**config.mk**
```make
export PLATFORM = sky130hd
export DESIGN_NAME = xor_checked_frame_receiver
export DESIGN_NICKNAME = d
export VERILOG_FILES = /design/src/hw/rtl/xcfr_pkg.sv /design/src/hw/rtl/xcfr_cfg_regs.sv /design/src/hw/rtl/xcfr_parser.sv /design/src/hw/rtl/xor_checked_frame_receiver.sv
export VERILOG_INCLUDE_DIRS = /design/src /design/src/hw/rtl
export SDC_FILE = /design/constraint.sdc
export NUM_CORES = 1
export LEC_CHECK = 0
export ABC_AREA = 1
export BUFFER_PORTS_ARGS = -buffer_cell sky130_fd_sc_hd__buf_2
export CAP_MARGIN = 5
export CELL_PAD_IN_SITES_DETAIL_PLACEMENT = 0
export CELL_PAD_IN_SITES_GLOBAL_PLACEMENT = 1
export CORE_MARGIN = 10
export CORE_UTILIZATION = 48
export DETAILED_ROUTE_END_ITERATION = 7
export GPL_ROUTABILITY_DRIVEN = 1
export MAX_ROUTING_LAYER = met4
export PLACE_DENSITY = 0.95
export SLEW_MARGIN = 20
export SYNTH_ARGS = -nofsm -noshare
export SYNTH_HDL_FRONTEND = slang
export SYNTH_SLANG_ARGS = --single-unit
export TNS_END_PERCENT = 1
```
**constraint.sdc**
```tcl
create_clock -name clk -period 8.5 [get_ports clk]
set_clock_uncertainty 0.2 [all_clocks]
set_input_delay 0.425 -clock clk [delete_from_list [all_inputs] [get_ports clk]]
set_output_delay 0.425 -clock clk [all_outputs]
set_load 0.01 [all_outputs]
```
**src/hw/rtl/xor_checked_frame_receiver_macros.svh**
```systemverilog
// Assertion macros used by the frame receiver parser
`ifndef XOR_CHECKED_FRAME_RECEIVER_MACROS_SVH
`define XOR_CHECKED_FRAME_RECEIVER_MACROS_SVH

// Check a property on every clock edge outside reset
`define XCFR_ASSERT(label, prop, msg) \
  label: assert property (@(posedge clk) disable iff (rst) (prop)) else $error(msg);

// Check a property on every clock edge, reset included
`define XCFR_ASSERT_ALWAYS(label, prop, msg) \
  label: assert property (@(posedge clk) (prop)) else $error(msg);

`endif

```
**src/hw/rtl/xcfr_pkg.sv**
```systemverilog
// Types, codes and reset values for the frame receiver
`timescale 1ns / 1ps

package xcfr_pkg;

  typedef enum logic [2:0] {
    PH_HUNT   = 3'd0,
    PH_SEQ    = 3'd1,
    PH_LEN_HI = 3'd2,
    PH_LEN_LO = 3'd3,
    PH_TOKEN  = 3'd4,
    PH_DATA   = 3'd5,
    PH_CKSUM  = 3'd6
  } phase_t;

  localparam logic CMD_BYTE = 1'b0;
  localparam logic CMD_TICK = 1'b1;

  localparam logic [1:0] KIND_PAYLOAD = 2'd0;
  localparam logic [1:0] KIND_ACCEPT  = 2'd1;
  localparam logic [1:0] KIND_ERROR   = 2'd2;

  localparam logic [2:0] ERR_NONE      = 3'd0;
  localparam logic [2:0] ERR_OVERFLOW  = 3'd1;
  localparam logic [2:0] ERR_DEV_CKSUM = 3'd2;
  localparam logic [2:0] ERR_BAD_CKSUM = 3'd3;
  localparam logic [2:0] ERR_TIMEOUT   = 3'd4;

  localparam logic [2:0] CFG_START_BYTE  = 3'd0;
  localparam logic [2:0] CFG_TOKEN_BYTE  = 3'd1;
  localparam logic [2:0] CFG_CKSUM_ERROR = 3'd2;
  localparam logic [2:0] CFG_MAX_PAYLOAD = 3'd3;
  localparam logic [2:0] CFG_TIMEOUT     = 3'd4;

  localparam logic [7:0]  RST_START_BYTE  = 8'd27;
  localparam logic [7:0]  RST_TOKEN_BYTE  = 8'd14;
  localparam logic [7:0]  RST_CKSUM_ERROR = 8'd176;
  localparam logic [15:0] RST_MAX_PAYLOAD = 16'd275;
  localparam logic [15:0] RST_TIMEOUT     = 16'd10;

  typedef struct packed {
    logic [7:0]  start_byte;
    logic [7:0]  token_byte;
    logic [7:0]  cksum_error_answer;
    logic [15:0] max_payload;
    logic [15:0] timeout_ticks;
  } cfg_t;

  typedef struct packed {
    logic [1:0]  kind;
    logic [7:0]  payload_byte;
    logic [2:0]  error_code;
    logic [15:0] frame_length;
    logic        last;
  } result_t;

endpackage

```
**src/hw/rtl/xcfr_cfg_regs.sv**
```systemverilog
// Configuration register bank of the frame receiver
`timescale 1ns / 1ps

module xcfr_cfg_regs (
  input  logic                clk,
  input  logic                rst,
  input  logic                cfg_valid,
  output logic                cfg_ready,
  input  logic [2:0]          cfg_index,
  input  logic [15:0]         cfg_data,
  output xcfr_pkg::cfg_t      cfg
);

  assign cfg_ready = 1'b1;

  always_ff @(posedge clk) begin
    if (rst) begin
      cfg.start_byte         <= xcfr_pkg::RST_START_BYTE;
      cfg.token_byte         <= xcfr_pkg::RST_TOKEN_BYTE;
      cfg.cksum_error_answer <= xcfr_pkg::RST_CKSUM_ERROR;
      cfg.max_payload        <= xcfr_pkg::RST_MAX_PAYLOAD;
      cfg.timeout_ticks      <= xcfr_pkg::RST_TIMEOUT;
    end else if (cfg_valid) begin
      case (cfg_index)
        xcfr_pkg::CFG_START_BYTE:  cfg.start_byte         <= cfg_data[7:0];
        xcfr_pkg::CFG_TOKEN_BYTE:  cfg.token_byte         <= cfg_data[7:0];
        xcfr_pkg::CFG_CKSUM_ERROR: cfg.cksum_error_answer <= cfg_data[7:0];
        xcfr_pkg::CFG_MAX_PAYLOAD: cfg.max_payload        <= cfg_data;
        xcfr_pkg::CFG_TIMEOUT:     cfg.timeout_ticks      <= cfg_data;
        default: ;
      endcase
    end
  end

endmodule

```
**src/hw/rtl/xcfr_parser.sv**
```systemverilog
// Frame parsing state machine with checksum, sequence and tick tracking
`timescale 1ns / 1ps
`include "xor_checked_frame_receiver_macros.svh"

module xcfr_parser (
  input  logic                 clk,
  input  logic                 rst,
  input  xcfr_pkg::cfg_t       cfg,
  input  logic                 advance,
  input  logic                 command,
  input  logic [7:0]           rx_byte,
  output logic                 res_valid,
  output xcfr_pkg::result_t    res
);

  xcfr_pkg::phase_t phase, phase_next;
  logic [7:0]  running_xor, running_xor_next;
  logic [7:0]  expected_sequence, expected_sequence_next;
  logic [15:0] declared_length, declared_length_next;
  logic [15:0] payload_count, payload_count_next;
  logic [15:0] tick_count, tick_count_next;
  logic [15:0] tick_inc;
  logic [15:0] count_inc;

  always_ff @(posedge clk) begin
    if (rst) begin
      phase             <= xcfr_pkg::PH_HUNT;
      running_xor       <= '0;
      expected_sequence <= '0;
      declared_length   <= '0;
      payload_count     <= '0;
      tick_count        <= '0;
    end else if (advance) begin
      phase             <= phase_next;
      running_xor       <= running_xor_next;
      expected_sequence <= expected_sequence_next;
      declared_length   <= declared_length_next;
      payload_count     <= payload_count_next;
      tick_count        <= tick_count_next;
    end
  end

  assign tick_inc  = (tick_count != 16'hFFFF) ? tick_count + 16'd1 : tick_count;
  assign count_inc = payload_count + 16'd1;

  always_comb begin
    phase_next             = phase;
    running_xor_next       = running_xor;
    expected_sequence_next = expected_sequence;
    declared_length_next   = declared_length;
    payload_count_next     = payload_count;
    tick_count_next        = tick_count;
    res_valid              = 1'b0;
    res.kind               = xcfr_pkg::KIND_PAYLOAD;
    res.payload_byte       = '0;
    res.error_code         = xcfr_pkg::ERR_NONE;
    res.frame_length       = '0;
    res.last               = 1'b0;

    if (command == xcfr_pkg::CMD_TICK) begin
      tick_count_next = tick_inc;
      if (tick_inc > cfg.timeout_ticks) begin
        phase_next      = xcfr_pkg::PH_HUNT;
        tick_count_next = '0;
        res_valid       = 1'b1;
        res.kind        = xcfr_pkg::KIND_ERROR;
        res.error_code  = xcfr_pkg::ERR_TIMEOUT;
        res.last        = 1'b1;
      end
    end else begin
      running_xor_next = running_xor ^ rx_byte;
      case (phase)
        xcfr_pkg::PH_HUNT: begin
          if (rx_byte == cfg.start_byte) begin
            running_xor_next = cfg.start_byte;
            phase_next       = xcfr_pkg::PH_SEQ;
          end
        end
        xcfr_pkg::PH_SEQ: begin
          if (rx_byte == expected_sequence) begin
            expected_sequence_next = expected_sequence + 8'd1;
            phase_next             = xcfr_pkg::PH_LEN_HI;
          end else begin
            phase_next = xcfr_pkg::PH_HUNT;
          end
        end
        xcfr_pkg::PH_LEN_HI: begin
          declared_length_next = {rx_byte, 8'h00};
          phase_next           = xcfr_pkg::PH_LEN_LO;
        end
        xcfr_pkg::PH_LEN_LO: begin
          declared_length_next = {declared_length[15:8], rx_byte};
          phase_next           = xcfr_pkg::PH_TOKEN;
        end
        xcfr_pkg::PH_TOKEN: begin
          if (rx_byte == cfg.token_byte) begin
            payload_count_next = '0;
            phase_next = (declared_length == 16'd0) ? xcfr_pkg::PH_CKSUM
                                                    : xcfr_pkg::PH_DATA;
          end else begin
            phase_next = xcfr_pkg::PH_HUNT;
          end
        end
        xcfr_pkg::PH_DATA: begin
          res_valid = 1'b1;
          if (payload_count >= cfg.max_payload) begin
            phase_next      = xcfr_pkg::PH_HUNT;
            tick_count_next = '0;
            res.kind        = xcfr_pkg::KIND_ERROR;
            res.error_code  = xcfr_pkg::ERR_OVERFLOW;
            res.last        = 1'b1;
          end else if (payload_count == 16'd0 && rx_byte == cfg.cksum_error_answer) begin
            phase_next      = xcfr_pkg::PH_HUNT;
            tick_count_next = '0;
            res.kind        = xcfr_pkg::KIND_ERROR;
            res.error_code  = xcfr_pkg::ERR_DEV_CKSUM;
            res.last        = 1'b1;
          end else begin
            payload_count_next = count_inc;
            if (count_inc == declared_length) begin
              phase_next = xcfr_pkg::PH_CKSUM;
            end
            res.payload_byte = rx_byte;
          end
        end
        xcfr_pkg::PH_CKSUM: begin
          phase_next      = xcfr_pkg::PH_HUNT;
          tick_count_next = '0;
          res_valid       = 1'b1;
          res.last        = 1'b1;
          if (running_xor_next == 8'h00) begin
            res.kind         = xcfr_pkg::KIND_ACCEPT;
            res.frame_length = declared_length;
          end else begin
            res.kind       = xcfr_pkg::KIND_ERROR;
            res.error_code = xcfr_pkg::ERR_BAD_CKSUM;
          end
        end
        default: begin
          phase_next = xcfr_pkg::PH_HUNT;
        end
      endcase
    end
  end

  `XCFR_ASSERT(a_end_to_hunt, (advance && res_valid && res.last) |=> (phase == xcfr_pkg::PH_HUNT), "frame end did not return to hunt")
  `XCFR_ASSERT(a_count_in_range, (phase == xcfr_pkg::PH_DATA) |-> (payload_count < declared_length), "payload count reached length in data phase")
  `XCFR_ASSERT(a_accept_source, (advance && res_valid && res.kind == xcfr_pkg::KIND_ACCEPT) |-> (phase == xcfr_pkg::PH_CKSUM && running_xor == rx_byte), "accept without zero checksum")

endmodule

```
**src/hw/rtl/xor_checked_frame_receiver.sv**
```systemverilog
// Path: an accepted item is held in the input register, its result, if any, in the output register.
// Throughput: one item per cycle unless the result side stalls; the input register empties
// whenever the output register is free or being taken, so a result stall holds the input.
// Reset: synchronous, active high; clears the parser state, both register valids and
// loads the configuration reset values. No clearing pass.
`timescale 1ns / 1ps

module xor_checked_frame_receiver (
  input  logic        clk,
  input  logic        rst,
  input  logic        s_tvalid,
  output logic        s_tready,
  input  logic [7:0]  s_tdata,   // [7:0] rx_byte
  input  logic [0:0]  s_tuser,   // [0] command
  output logic        m_tvalid,
  input  logic        m_tready,
  output logic [31:0] m_tdata,   // [7:0] payload_byte, [10:8] error_code, [26:11] frame_length
  output logic [1:0]  m_tuser,   // [1:0] kind
  output logic        m_tlast,
  input  logic        cfg_valid,
  output logic        cfg_ready,
  input  logic [2:0]  cfg_index,
  input  logic [15:0] cfg_data
);

  xcfr_pkg::cfg_t    cfg;
  xcfr_pkg::result_t res;
  xcfr_pkg::result_t out_q;
  logic              res_valid;
  logic              in_valid;
  logic              in_cmd;
  logic [7:0]        in_byte;
  logic              advance;

  assign advance  = in_valid && (!m_tvalid || m_tready);
  assign s_tready = !in_valid || advance;

  always_ff @(posedge clk) begin
    if (rst) begin
      in_valid <= 1'b0;
    end else if (s_tready) begin
      in_valid <= s_tvalid;
    end
  end

  always_ff @(posedge clk) begin
    if (s_tready && s_tvalid) begin
      in_cmd  <= s_tuser[0];
      in_byte <= s_tdata;
    end
  end

  xcfr_cfg_regs u_cfg (
    .clk       (clk),
    .rst       (rst),
    .cfg_valid (cfg_valid),
    .cfg_ready (cfg_ready),
    .cfg_index (cfg_index),
    .cfg_data  (cfg_data),
    .cfg       (cfg)
  );

  xcfr_parser u_parser (
    .clk       (clk),
    .rst       (rst),
    .cfg       (cfg),
    .advance   (advance),
    .command   (in_cmd),
    .rx_byte   (in_byte),
    .res_valid (res_valid),
    .res       (res)
  );

  always_ff @(posedge clk) begin
    if (rst) begin
      m_tvalid <= 1'b0;
    end else if (advance) begin
      m_tvalid <= res_valid;
    end else if (m_tready) begin
      m_tvalid <= 1'b0;
    end
  end

  always_ff @(posedge clk) begin
    if (advance && res_valid) begin
      out_q <= res;
    end
  end

  assign m_tdata = {5'b0, out_q.frame_length, out_q.error_code, out_q.payload_byte};
  assign m_tuser = out_q.kind;
  assign m_tlast = out_q.last;

endmodule
```
==> impl_metrics.sql, run 1 <==
INSERT INTO impl_metrics (metric_group, metric, value, unit) VALUES
('clocking', 'cts_tree', 'built', ''),
('setup_path', 'critical_path_class', 'flop to flop', ''),
('logic_synthesis', 'synthesis.area', '8835', 'µm²'),
('floorplanning', 'core_region_area', '18020', 'µm²'),
('place', 'dp_cells', '1468', ''),
('drt', 'starting_drc_count_in_detailed_routing', '585', ''),
('hold_path', 'hold_path_depth', '3', ''),
('logic_synthesis', 'synth_seq_area_share', '41.58', '%'),
('pwr', 'logic_pwr_share', '7.9', '%'),
('pwr', 'cellInternalPower', '1276', 'µW'),
('clocking', 'h-tree-depth', '4', ''),
('logic_synthesis', 'postSynthAreaPerCell', '7.283', 'µm²'),
('grt', 'grt_pass1_wl', '38.27', 'mm'),
('setup_path', 'cp_data_required_time', '8.37', 'ns'),
('floorplanning', 'fp.dieH', '155.7', 'µm'),
('finish', 'final-instance-count-excl-fill', '1509', ''),
('logic_synthesis', 'ys_ff_latch', '164', ''),
('grt', 'antenna_found_initial', '0', ''),
('floorplanning', 'die_w', '155.7', 'µm'),
('clocking', 'cts-root-to-sink-buffers', '2', ''),
('place', 'hpwlAfterDp', '17.13', 'mm'),
('setup_path', 'end_kind', 'flop', ''),
('grt', 'first_global_vias', '7536', ''),
('drt', 'via_count_of_the_routed_design', '7944', ''),
('sta', 'timing_max_transition_violations_final', '0', ''),
('clocking', 'cts_resized', '0', ''),
('clocking', 'post-cts-setup-buffers', '0', ''),
('logic_synthesis', 'yosysWarningCount', '0', ''),
('status', 'outcome', 'finished, final reports clean', ''),
('logic_synthesis', 'ys_async_sr_fraction', '0', '%'),
('place', 'final_weighted_congestion_in_routability_driven_placement', '0.8939', ''),
('setup_path', 'critical_path.reg2reg.endpoint', 'm_tdata[21]$_SDFFCE_PP0P_', ''),
('finish', 'num-fill-cells', '1716', ''),
('finish', 'area_delta_synth_final', '11.95', '%'),
('logic_synthesis', 'synth_top_flop_cell', 'dfxtp_1', ''),
('clocking', 'cts_root_buf', 'clkbuf_16', ''),
('grt', 'grt-ovfl-total', '0', ''),
('logic_synthesis', 'post_synth_num_cell_types', '41', ''),
('setup_path', 'reg2reg_setup_slack', '4.26', 'ns'),
('logic_synthesis', 'synth_top_cells_by_count', 'nand2_1, nor2_1, inv_1, dfxtp_1, a21oi_1', ''),
('pwr', 'clock_power_share', '43.5', '%'),
('logic_synthesis', 'synthTopCellsByArea', 'dfxtp_1, edfxtp_1, nand2_1', ''),
('logic_synthesis', 'synth_top_area_share', '28.32', '%'),
('grt', 'track_usage', '19.86', '%'),
('hold_path', 'hold_class', 'primary input to flop', ''),
('setup_path', 'r2r_start', 'u_parser.tick_count[1]$_SDFFE_PP0P_', ''),
('logic_synthesis', 'synth.most_common_cell', 'nand2_1', ''),
('clocking', 'cts.clk_slew.worst_paths', '0.07', 'ns'),
('hold_path', 'worstHoldEndpoint', 'u_cfg.cfg[24]$_SDFFE_PP1P_', ''),
('sta', 'worst_slew_pin_slew', '0.9655', 'ns'),
('place', 'buffer_ports.inserted', '64', ''),
('sta', 'setup_tns', '0', 'ns'),
('sta', 'rsz0062_at_grt', 'no', ''),
('setup_path', 'crit_path_start_kind', 'flop', ''),
('finish', 'antenna_cells', '0', ''),
('drt', 'route.detailed.vias_per_inst', '5.264', ''),
('clocking', 'worst_skew_pair.late_latency', '0.44', 'ns'),
('pwr', 'power_density', '174.1', 'nW/µm²'),
('setup_path', 'cp_data_arrival_time', '4.11', 'ns'),
('drt', 'routed_length_per_instance', '15.30', 'µm'),
('logic_synthesis', 'synth_top_cell_by_area', 'dfxtp_1', ''),
('sta', 'fmax', '235.6', 'MHz'),
('floorplanning', 'floorplan.initialDensity', '49.01', '%'),
('floorplanning', 'core.rowCount', '49', ''),
('finish', 'finish.net_count', '1336', ''),
('clocking', 'cts_num_sinks', '164', ''),
('floorplanning', 'floorplan.die_area', '24230', 'µm²'),
('pwr', 'netSwitchingFraction', '25.86', '%'),
('pwr', 'ir_drop', '0.0001581', 'V'),
('logic_synthesis', 'count_of_flip_flops_with_a_built_in_enable_after_synthesis', '39', ''),
('drt', 'drt_wl_total', '23.09', 'mm');
==> layout by cell type, fill, tap and decap left out, types with 2 or more instances in the layout <==
master / n
nand4_1: 26
nand2_2: 6
nor2_1: 171
clkinvlp_4: 2
clkbuf_16: 17
buf_4: 2
nor2_2: 8
ha_1: 36
a21oi_1: 97
conb_1: 6
inv_2: 9
nor3_1: 29
o211ai_1: 13
and3_1: 3
or2_2: 5
o21ai_0: 82
inv_1: 148
xnor2_1: 6
nand3_1: 66
edfxtp_1: 39
buf_2: 64
a2111oi_0: 2
dfxtp_1: 125
nand2_1: 220
o22ai_1: 13
dlygate4sd3_1: 9
o21ai_1: 19
inv_6: 6
nor4_1: 3
xor2_1: 29
inv_8: 2
==> cells by family after synthesis <==
logic type,after synthesis,synth area share [%]
AO/OA/AOI/OAI,230,13.88
XOR/XNOR,35,3.470
adder cells (fa/ha/maj),36,5.098
buffers and inverters,201,9.361
flip-flops,164,41.58
other,2,0.08501
AND/OR/NAND/NOR,545,26.53
==> routing by layer <==
layer	vias to the layer above	track usage, %	share of wire (%)
met5	-	-	0
met4	0	6.684	2.0
met3	41	3.419	4.8
met2	202	31.62	48
met1	3632	25.05	45
li1	4069	-	-
==> repair_timing <==
action | 4_1_cts | 5_1_grt
setup endpoints to repair | 0 | 0
endpoints found under the hold margin | 9 | 0
hold buffers | 9 | 0
==> power groups by stage <==
| stage | combinational, µW | sequential (µW) | clock, µW |
|---|---|---|---|
| 2_1_floorplan | 93.1 | 850 | 0 |
| 3_3_place_gp | 130 | 855 | 0 |
| 3_5_place_dp | 131 | 855 | 0 |
| 4_1_cts | 136 | 838 | 758 |
| 5_1_grt | 155 | 840 | 797 |
| 6_report | 136 | 838 | 748 |
==> metrics by stage <==
step | hold slack [ns] | instance area (µm²) | setup slack [ns] | power (µW)
after floorplan | 0.2353 | 8850 | 4.943 | 942.9
after global placement | 0.2513 | 9234 | 4.020 | 984.2
after detailed placement | 0.2552 | 9234 | 3.895 | 986.6
after CTS | 0.03794 | 9891 | 3.873 | 1732
after global routing | 0.05622 | 9891 | 3.869 | 1792
final | 0.05015 | 9891 | 4.255 | 1722
==> state kept, by name, summed over array words and instances (netlist names) <==
name	count
in_valid	1
m_tdata	27
m_tvalid	1
u_parser.running_xor	8
u_parser.declared_length	16
in_cmd	1
u_parser.expected_sequence	8
in_byte	8
u_parser.tick_count	16
m_tlast	1
u_parser.phase	3
m_tuser	2
u_cfg.cfg	56
u_parser.payload_count	16
==> area by class of cell <==
cell class / count / area (µm²) / area share (%)
clock buffers: 18 / 429.2 / 4.339
clock inverters: 14 / 137.6 / 1.392
inverters: 157 / 589.3 / 5.958
multi-input cells: 852 / 4349 / 43.97
flip-flops and latches: 164 / 3674 / 37.14
well taps: 229 / 286.5 / 2.897
repair buffers: 75 / 425.4 / 4.301
==> how the worst max path moves through the flow <==
stage | from | to | slack (ns) | cells after the start
finish | u_parser.tick_count[1]$_SDFFE_PP0P_ | m_tdata[21]$_SDFFCE_PP0P_ | 4.26 | 21
global route | u_parser.tick_count[1]$_SDFFE_PP0P_ | m_tdata[17]$_SDFFCE_PP0P_ | 3.87 | 21
CTS | u_parser.tick_count[1]$_SDFFE_PP0P_ | m_tdata[21]$_SDFFCE_PP0P_ | 3.87 | 21
detailed placement | u_parser.tick_count[1]$_SDFFE_PP0P_ | m_tdata[25]$_SDFFCE_PP0P_ | 3.89 | 21
global placement | u_parser.tick_count[1]$_SDFFE_PP0P_ | m_tdata[23]$_SDFFCE_PP0P_ | 4.02 | 21
floorplan | u_parser.tick_count[1]$_SDFFE_PP0P_ | m_tdata[0]$_SDFFCE_PP0P_ | 4.94 | 21
==> worst max-delay path: stages, from the launching register on <==
cell	delay, ns
dfxtp_1	0.38
ha_1	0.20
inv_1	0.07
nor3_1	0.24
nand2_1	0.13
nor2_1	0.14
inv_1	0.20
nor2_1	0.14
nor2_1	0.07
ha_1	0.29
inv_1	0.04
nor2_1	0.08
nor2_1	0.04
o21ai_0	0.13
nand2_1	0.07
nand3_1	0.06
nand2_1	0.05
nand2_1	0.05
nand2_1	0.24
nand2_1	0.35
nand2_1	0.16
inv_2	0.51
Note: power is estimated with default switching activity, not from simulation.
==> run 2, diff against run 1 <==
Settings changed: CORE_UTILIZATION 48 to 40, PLACE_DENSITY 0.95 to 0.88.
Clock period 8.5 ns to 3.7 ns, I/O delays scaled along.
==> impl_metrics.sql, run 2 (synthesis gave the netlist of run 1 again) <==
INSERT INTO impl_metrics (metric_group, metric, value, unit) VALUES
('drt', 'via_count_of_the_routed_design', '8007', ''),
('clocking', 'cts_tree', 'built', ''),
('clocking', 'cts-root-to-sink-buffers', '2', ''),
('grt', 'grt_pass1_wl', '39.61', 'mm'),
('grt', 'grt_max_degree', '65', ''),
('sta', 'timing_hold_violations_final', '0', ''),
('pwr', 'totalPowerFinal', '4112', 'µW'),
('sta', 'max_slew_margin', '34.50', '%'),
('setup_path', 'crit_path_start_kind', 'flop', ''),
('sta', 'rsz0062_at_grt', 'no', ''),
('drt', 'routed_length_per_instance', '15.11', 'µm'),
('setup_path', 'cp_data_arrival_time', '3.22', 'ns'),
('drt', 'starting_drc_count_in_detailed_routing', '464', ''),
('clocking', 'worst_skew_pair.late_latency', '0.43', 'ns'),
('place', 'buffer_ports.inserted', '64', ''),
('sta', 'timing.final.crit_share', '88.89', '%'),
('finish', 'largest_register_ff_count', '56', ''),
('drt', 'detail-route-antenna-nets', '0', ''),
('place', 'hpwlAfterDp', '17.63', 'mm'),
('floorplanning', 'io_pins', '71', ''),
('setup_path', 'cp_data_required_time', '3.63', 'ns'),
('clocking', 'cts_num_sinks', '164', ''),
('floorplanning', 'floorplan.initialDensity', '40.61', '%'),
('sta', 'final.setup.worst_slack', '0.4110', 'ns'),
('floorplanning', 'die_w', '168.6', 'µm'),
('finish', 'max_flop_register', 'u_cfg.cfg', ''),
('floorplanning', 'core_region_area', '21760', 'µm²'),
('grt', 'first_global_vias', '7820', ''),
('place', 'preCtsSetupSlack', '0.4209', 'ns'),
('finish', 'final-instance-count-excl-fill', '1594', ''),
('finish', 'most_common_cell_after_layout_fill_and_taps_aside', 'nand2_1', ''),
('pwr', 'p_leak', '0.004365', 'µW'),
('sta', 'fmax', '304.0', 'MHz'),
('sta', 'setup_tns', '0', 'ns'),
('grt', 'track_usage', '17.44', '%'),
('sta', 'worst_slew_pin_slew', '0.9811', 'ns'),
('clocking', 'cts.clk_slew.worst_paths', '0.07', 'ns'),
('finish', 'most-common-layout-cells', 'nand2_1, nor2_1, inv_1', ''),
('clocking', 'cts_root_buf', 'clkbuf_16', ''),
('clocking', 'cts-buffers-inserted', '17', ''),
('finish', 'finish.net_count', '1370', ''),
('finish', 'antenna_cells', '0', ''),
('grt', 'antenna_found_initial', '0', ''),
('hold_path', 'hold_class', 'primary input to flop', ''),
('place', 'final_weighted_congestion_in_routability_driven_placement', '0.8992', ''),
('pwr', 'ir_drop', '0.0002994', 'V'),
('flow_run', 'maxCapViolCount', '0', ''),
('clocking', 'h-tree-depth', '4', ''),
('sta', 'worst_hold_slack', '0.02862', 'ns'),
('clocking', 'post-cts-setup-buffers', '0', ''),
('setup_path', 'critical_path_peak_fanout', '30', ''),
('floorplanning', 'core.rowCount', '54', ''),
('sta', 'period_needed', '3.289', 'ns'),
('drt', 'detail_route.first_pass.iterations', '6', ''),
('pwr', 'power_density', '397.6', 'nW/µm²'),
('sta', 'setup_violators_final', '0', ''),
('grt', 'grt-ovfl-total', '0', ''),
('drt', 'drt_drc_violations_left', '0', ''),
('finish', 'drive_gt1_share', '10.88', '%'),
('sta', 'timing_max_transition_violations_final', '0', ''),
('setup_path', 'end_kind', 'flop', ''),
('finish', 'area_delta_synth_final', '17.04', '%'),
('drt', 'drt_wl_total', '24.09', 'mm'),
('place', 'dp_cells', '1528', ''),
('status', 'outcome', 'finished, final reports clean', ''),
('setup_path', 'critical_path_class', 'flop to flop', ''),
('drt', 'route.detailed.vias_per_inst', '5.023', ''),
('floorplanning', 'fp.dieH', '168.6', 'µm'),
('floorplanning', 'floorplan.die_area', '28430', 'µm²');
==> run 2: critical path, cell delays in order, from the launching register on <==
cell and delay, ns:
dfxtp_1 0.37, ha_1 0.18, nand3_1 0.08, nor2_1 0.17, nand3_1 0.17, nor2_2 0.27
nor2_1 0.09, xor2_1 0.16, ha_1 0.28, nand2_1 0.04, inv_1 0.08, nand3_1 0.08
a31oi_1 0.13, nor2_1 0.06, nand2_1 0.07, nand2_1 0.06, nand2_1 0.07, nand2_1 0.10
inv_1 0.10, buf_12 0.20
==> run 2: path summary, 6_finish.rpt <==
path / cells past startpoint / endpoint / startpoint / slack, ns
min reg2reg: 2 / u_cfg.cfg[5]$_SDFFE_PP0P_ / u_cfg.cfg[5]$_SDFFE_PP0P_ / 0.26
max: 19 / m_tdata[23]$_SDFFCE_PP0P_ / u_parser.tick_count[1]$_SDFFE_PP0P_ / 0.41
max reg2reg: 19 / m_tdata[23]$_SDFFCE_PP0P_ / u_parser.tick_count[1]$_SDFFE_PP0P_ / 0.41
min: 3 / u_cfg.cfg[41]$_SDFFE_PP1P_ / cfg_index[1] / 0.03
==> run 2: layout make-up <==
type                            instances  area (µm²)
Fill cell                            2191       11420
Multi-Input combinational cell        852        4362
Sequential cell                       164        3674
Timing Repair Buffer                  109       755.7
Inverter                              157       589.3
Clock buffer                           17       425.4
Tap cell                              280       350.3
Clock inverter                         15       183.9
==> run 2: routing by layer <==
layer	up-vias	global-route usage (%)	wire (µm)
li1	4158	-	-
met1	3663	21.03	11060
met2	158	29.49	11800
met3	28	2.802	864
met4	0	5.034	357
met5	-	-	0
==> run 2: power breakdown <==
part	switching, µW	internal, µW
clock	815	1030
combinational	216	129
sequential	42.5	1880
==> run 2: per-stage QoR <==
stage	instance area (µm²)	utilization, %
2_1_floorplan	8850	-
3_3_place_gp	9378	43.10
3_5_place_dp	9378	43.10
4_1_cts	10330	47.47
5_1_grt	10340	47.53
6_report	10340	47.53
==> run 2: timing repair <==
| item | CTS | global route |
|---|---|---|
| gates resized for setup | 0 | 2 |
| setup endpoints to repair | 0 | 33 |
| endpoints found under the hold margin | 66 | 0 |
| hold buffers | 34 | 0 |
==> run 3, diff against run 2 <==
--- a/config.mk
+++ b/config.mk
@@ -8,14 +8,15 @@
 export LEC_CHECK = 0
 export ABC_AREA = 1
-export BUFFER_PORTS_ARGS = -buffer_cell sky130_fd_sc_hd__buf_2
+export BUFFER_PORTS_ARGS = -buffer_cell sky130_fd_sc_hd__buf_4
 export CAP_MARGIN = 5
 export CELL_PAD_IN_SITES_DETAIL_PLACEMENT = 0
 export CELL_PAD_IN_SITES_GLOBAL_PLACEMENT = 1
 export CORE_MARGIN = 10
-export CORE_UTILIZATION = 40
+export CORE_UTILIZATION = 41
+export CTS_BUF_LIST = sky130_fd_sc_hd__clkbuf_8
 export DETAILED_ROUTE_END_ITERATION = 7
 export GPL_ROUTABILITY_DRIVEN = 1
 export MAX_ROUTING_LAYER = met4
-export PLACE_DENSITY = 0.88
+export PLACE_DENSITY = 0.89
 export SLEW_MARGIN = 20
 export SYNTH_ARGS = -nofsm -noshare
==> constraint.sdc (replaced) <==
create_clock -name clk -period 3.7 [get_ports clk]
set_clock_uncertainty 0.2 [all_clocks]
set_input_delay 0.555 -clock clk [delete_from_list [all_inputs] [get_ports clk]]
set_output_delay 0.555 -clock clk [all_outputs]
set_load 0.01 [all_outputs]
==> impl_metrics.sql, run 3 (synthesis gave the netlist of run 1 again) <==
INSERT INTO impl_metrics (metric_group, metric, value, unit) VALUES
('place', 'final_weighted_congestion_in_routability_driven_placement', '0.8981', ''),
('clocking', 'cts_resized', '0', ''),
('floorplanning', 'fp.dieH', '166.8', 'µm'),
('setup_path', 'critical_path_peak_fanout', '11', ''),
('clocking', 'cts_root_buf', 'clkbuf_8', ''),
('drt', 'detail-route-antenna-nets', '0', ''),
('clocking', 'cts_tree', 'built', ''),
('finish', 'area_delta_synth_final', '12.89', '%'),
('place', 'buffer_ports.inserted', '64', ''),
('grt', 'grt_util_met1', '21.61', '%'),
('floorplanning', 'core.rowCount', '53', ''),
('finish', 'stdcell_area', '9973', 'µm²'),
('sta', 'setup_violators_final', '0', ''),
('clocking', 'cts.hold.buffers_added', '0', ''),
('drt', 'detail_route.first_pass.iterations', '5', ''),
('place', 'dp_cells', '1524', ''),
('pwr', 'totalPowerFinal', '3675', 'µW'),
('sta', 'max_slew_margin', '49.69', '%'),
('pwr', 'ir_drop', '0.0002400', 'V'),
('pwr', 'logic_pwr_share', '9.0', '%'),
('floorplanning', 'floorplan.die_area', '27820', 'µm²'),
('pwr', 'netSwitchingFraction', '27.75', '%'),
('setup_path', 'cp_data_arrival_time', '3.45', 'ns'),
('drt', 'starting_drc_count_in_detailed_routing', '503', ''),
('drt', 'routed_length_per_instance', '15.20', 'µm'),
('sta', 'setup_tns', '0', 'ns'),
('grt', 'grt_pass1_wl', '38.07', 'mm'),
('sta', 'timing_max_transition_violations_final', '0', ''),
('floorplanning', 'io_pins', '71', ''),
('finish', 'max_flop_register', 'u_cfg.cfg', ''),
('drt', 'drt_drc_violations_left', '0', ''),
('finish', 'num-fill-cells', '2183', ''),
('sta', 'final.setup.worst_slack', '0.4182', 'ns'),
('sta', 'rsz0062_at_grt', 'no', ''),
('sta', 'worst_slew_pin_slew', '0.7536', 'ns'),
('hold_path', 'hold_class', 'primary input to flop', ''),
('clocking', 'h-tree-depth', '4', ''),
('sta', 'timing.final.crit_share', '88.70', '%'),
('pwr', 'p_leak', '0.004201', 'µW'),
('drt', 'route.detailed.vias_per_inst', '5.060', ''),
('clocking', 'cts-root-to-sink-buffers', '2', ''),
('grt', 'track_usage', '16.99', '%'),
('setup_path', 'end_kind', 'flop', ''),
('finish', 'finish.net_count', '1337', ''),
('pwr', 'cellInternalPower', '2655', 'µW'),
('clocking', 'cts-buffers-inserted', '17', ''),
('sta', 'timing_hold_violations_final', '0', ''),
('pwr', 'power_density', '368.5', 'nW/µm²'),
('finish', 'most_common_cell_after_layout_fill_and_taps_aside', 'nand2_1', ''),
('floorplanning', 'die_w', '166.8', 'µm'),
('pwr', 'p_switching', '1020', 'µW'),
('grt', 'grt-ovfl-total', '0', ''),
('place', 'hpwlAfterDp', '17.80', 'mm'),
('drt', 'via_count_of_the_routed_design', '7873', ''),
('grt', 'grt_max_degree', '50', ''),
('place', 'preCtsSetupSlack', '0.4224', 'ns'),
('finish', 'largest_register_ff_count', '56', ''),
('setup_path', 'cp_data_required_time', '3.87', 'ns'),
('grt', 'grt.met3_usage', '2.542', '%'),
('clocking', 'cts.clk_slew.worst_paths', '0.10', 'ns'),
('finish', 'antenna_cells', '0', ''),
('sta', 'fmax', '304.7', 'MHz'),
('setup_path', 'critical_path_class', 'flop to flop', ''),
('status', 'outcome', 'finished, final reports clean', ''),
('grt', 'busiest_layer', 'met2', ''),
('drt', 'drt_wl_total', '23.65', 'mm'),
('finish', 'most-common-layout-cells', 'nand2_1, nor2_1, inv_1', ''),
('grt', 'first_global_vias', '7484', ''),
('grt', 'antenna_found_initial', '0', ''),
('clocking', 'worst_skew_pair.late_latency', '0.48', 'ns'),
('floorplanning', 'floorplan.initialDensity', '41.90', '%'),
('finish', 'final-instance-count-excl-fill', '1556', ''),
('clocking', 'cts_num_sinks', '164', ''),
('pwr', 'share_seq_of_total_power', '52.4', '%'),
('floorplanning', 'core_region_area', '21090', 'µm²'),
('grt', 'use_met2', '27.31', '%'),
('setup_path', 'crit_path_start_kind', 'flop', ''),
('pwr', 'clock_power_share', '38.6', '%'),
('clocking', 'post-cts-setup-buffers', '0', ''),
('place', 'placement.cell_area', '9539', 'µm²'),
('finish', 'drive_gt1_share', '11.16', '%'),
('sta', 'period_needed', '3.282', 'ns'),
('flow_run', 'maxCapViolCount', '0', '');
-- run 3: cell types whose count changed in the layout (fill, tap and decap cells not counted), moves of 3 or more --
cell and delta:
inv_6 -3, buf_2 -64, buf_4 +65, dlygate4sd3_1 -34
clkbuf_8 +18, clkbuf_16 -17
-- run 3: metrics by stage --
stage / hold WS (ns) / utilization, %
floorplan: 0.2353 / -
global placement: 0.2527 / 45.24
global route: 0.02162 / 47.29
CTS: 0.02480 / 47.29
detailed placement: 0.2573 / 45.24
finish: 0.04166 / 47.29
-- run 3: cell type report --
class	instances	area [µm²]	share of cell area, %
multi-input combinational	852	4349	43.61
tap	275	344.1	3.450
sequential	164	3674	36.83
timing repair buffer	76	583.1	5.846
clock buffer	18	247.7	2.484
inverter	157	589.3	5.909
clock inverter	14	186.4	1.869
-- run 3: power by group through the flow --
stage	clock, µW	combinational (µW)	sequential, µW
6_report	1420	332	1920
4_1_cts	1440	332	1920
2_1_floorplan	0	214	1950
3_5_place_dp	0	331	1970
3_3_place_gp	0	328	1970
5_1_grt	1520	374	1930
-- run 3: critical path: stages, from the launching register on --
cell,delay [ns]
dfxtp_1,0.39
ha_1,0.18
nand3_1,0.08
nor2_1,0.18
nand3_1,0.18
nor2_2,0.27
nor2_1,0.10
xor2_1,0.16
ha_1,0.28
nand2_1,0.04
inv_1,0.07
nand3_1,0.07
a31oi_1,0.13
nor2_1,0.06
nand2_1,0.06
nand2_1,0.06
buf_4,0.18
a21oi_2,0.26
nand3_1,0.11
nand2_1,0.07
nor2_1,0.04
-- run 3: layer usage --
metal | routed length [µm] | vias to the layer above
li1 | - | 4074
met1 | 10950 | 3598
met2 | 11300 | 174
met3 | 993 | 27
met4 | 407 | 0
met5 | 0 | -
-- run 3: final timing paths --
path	from	endpoint	slack, ns	cells after the start
worst min register to register	u_cfg.cfg[29]$_SDFFE_PP0P_	u_cfg.cfg[29]$_SDFFE_PP0P_	0.26	2
worst max-delay path	u_parser.tick_count[1]$_SDFFE_PP0P_	u_parser.phase[1]$_SDFFE_PP0P_	0.42	20
worst max register to register	u_parser.tick_count[1]$_SDFFE_PP0P_	u_parser.phase[1]$_SDFFE_PP0P_	0.42	20
worst min-delay path	s_tdata[1]	in_byte[1]$_DFFE_PP_	0.04	1
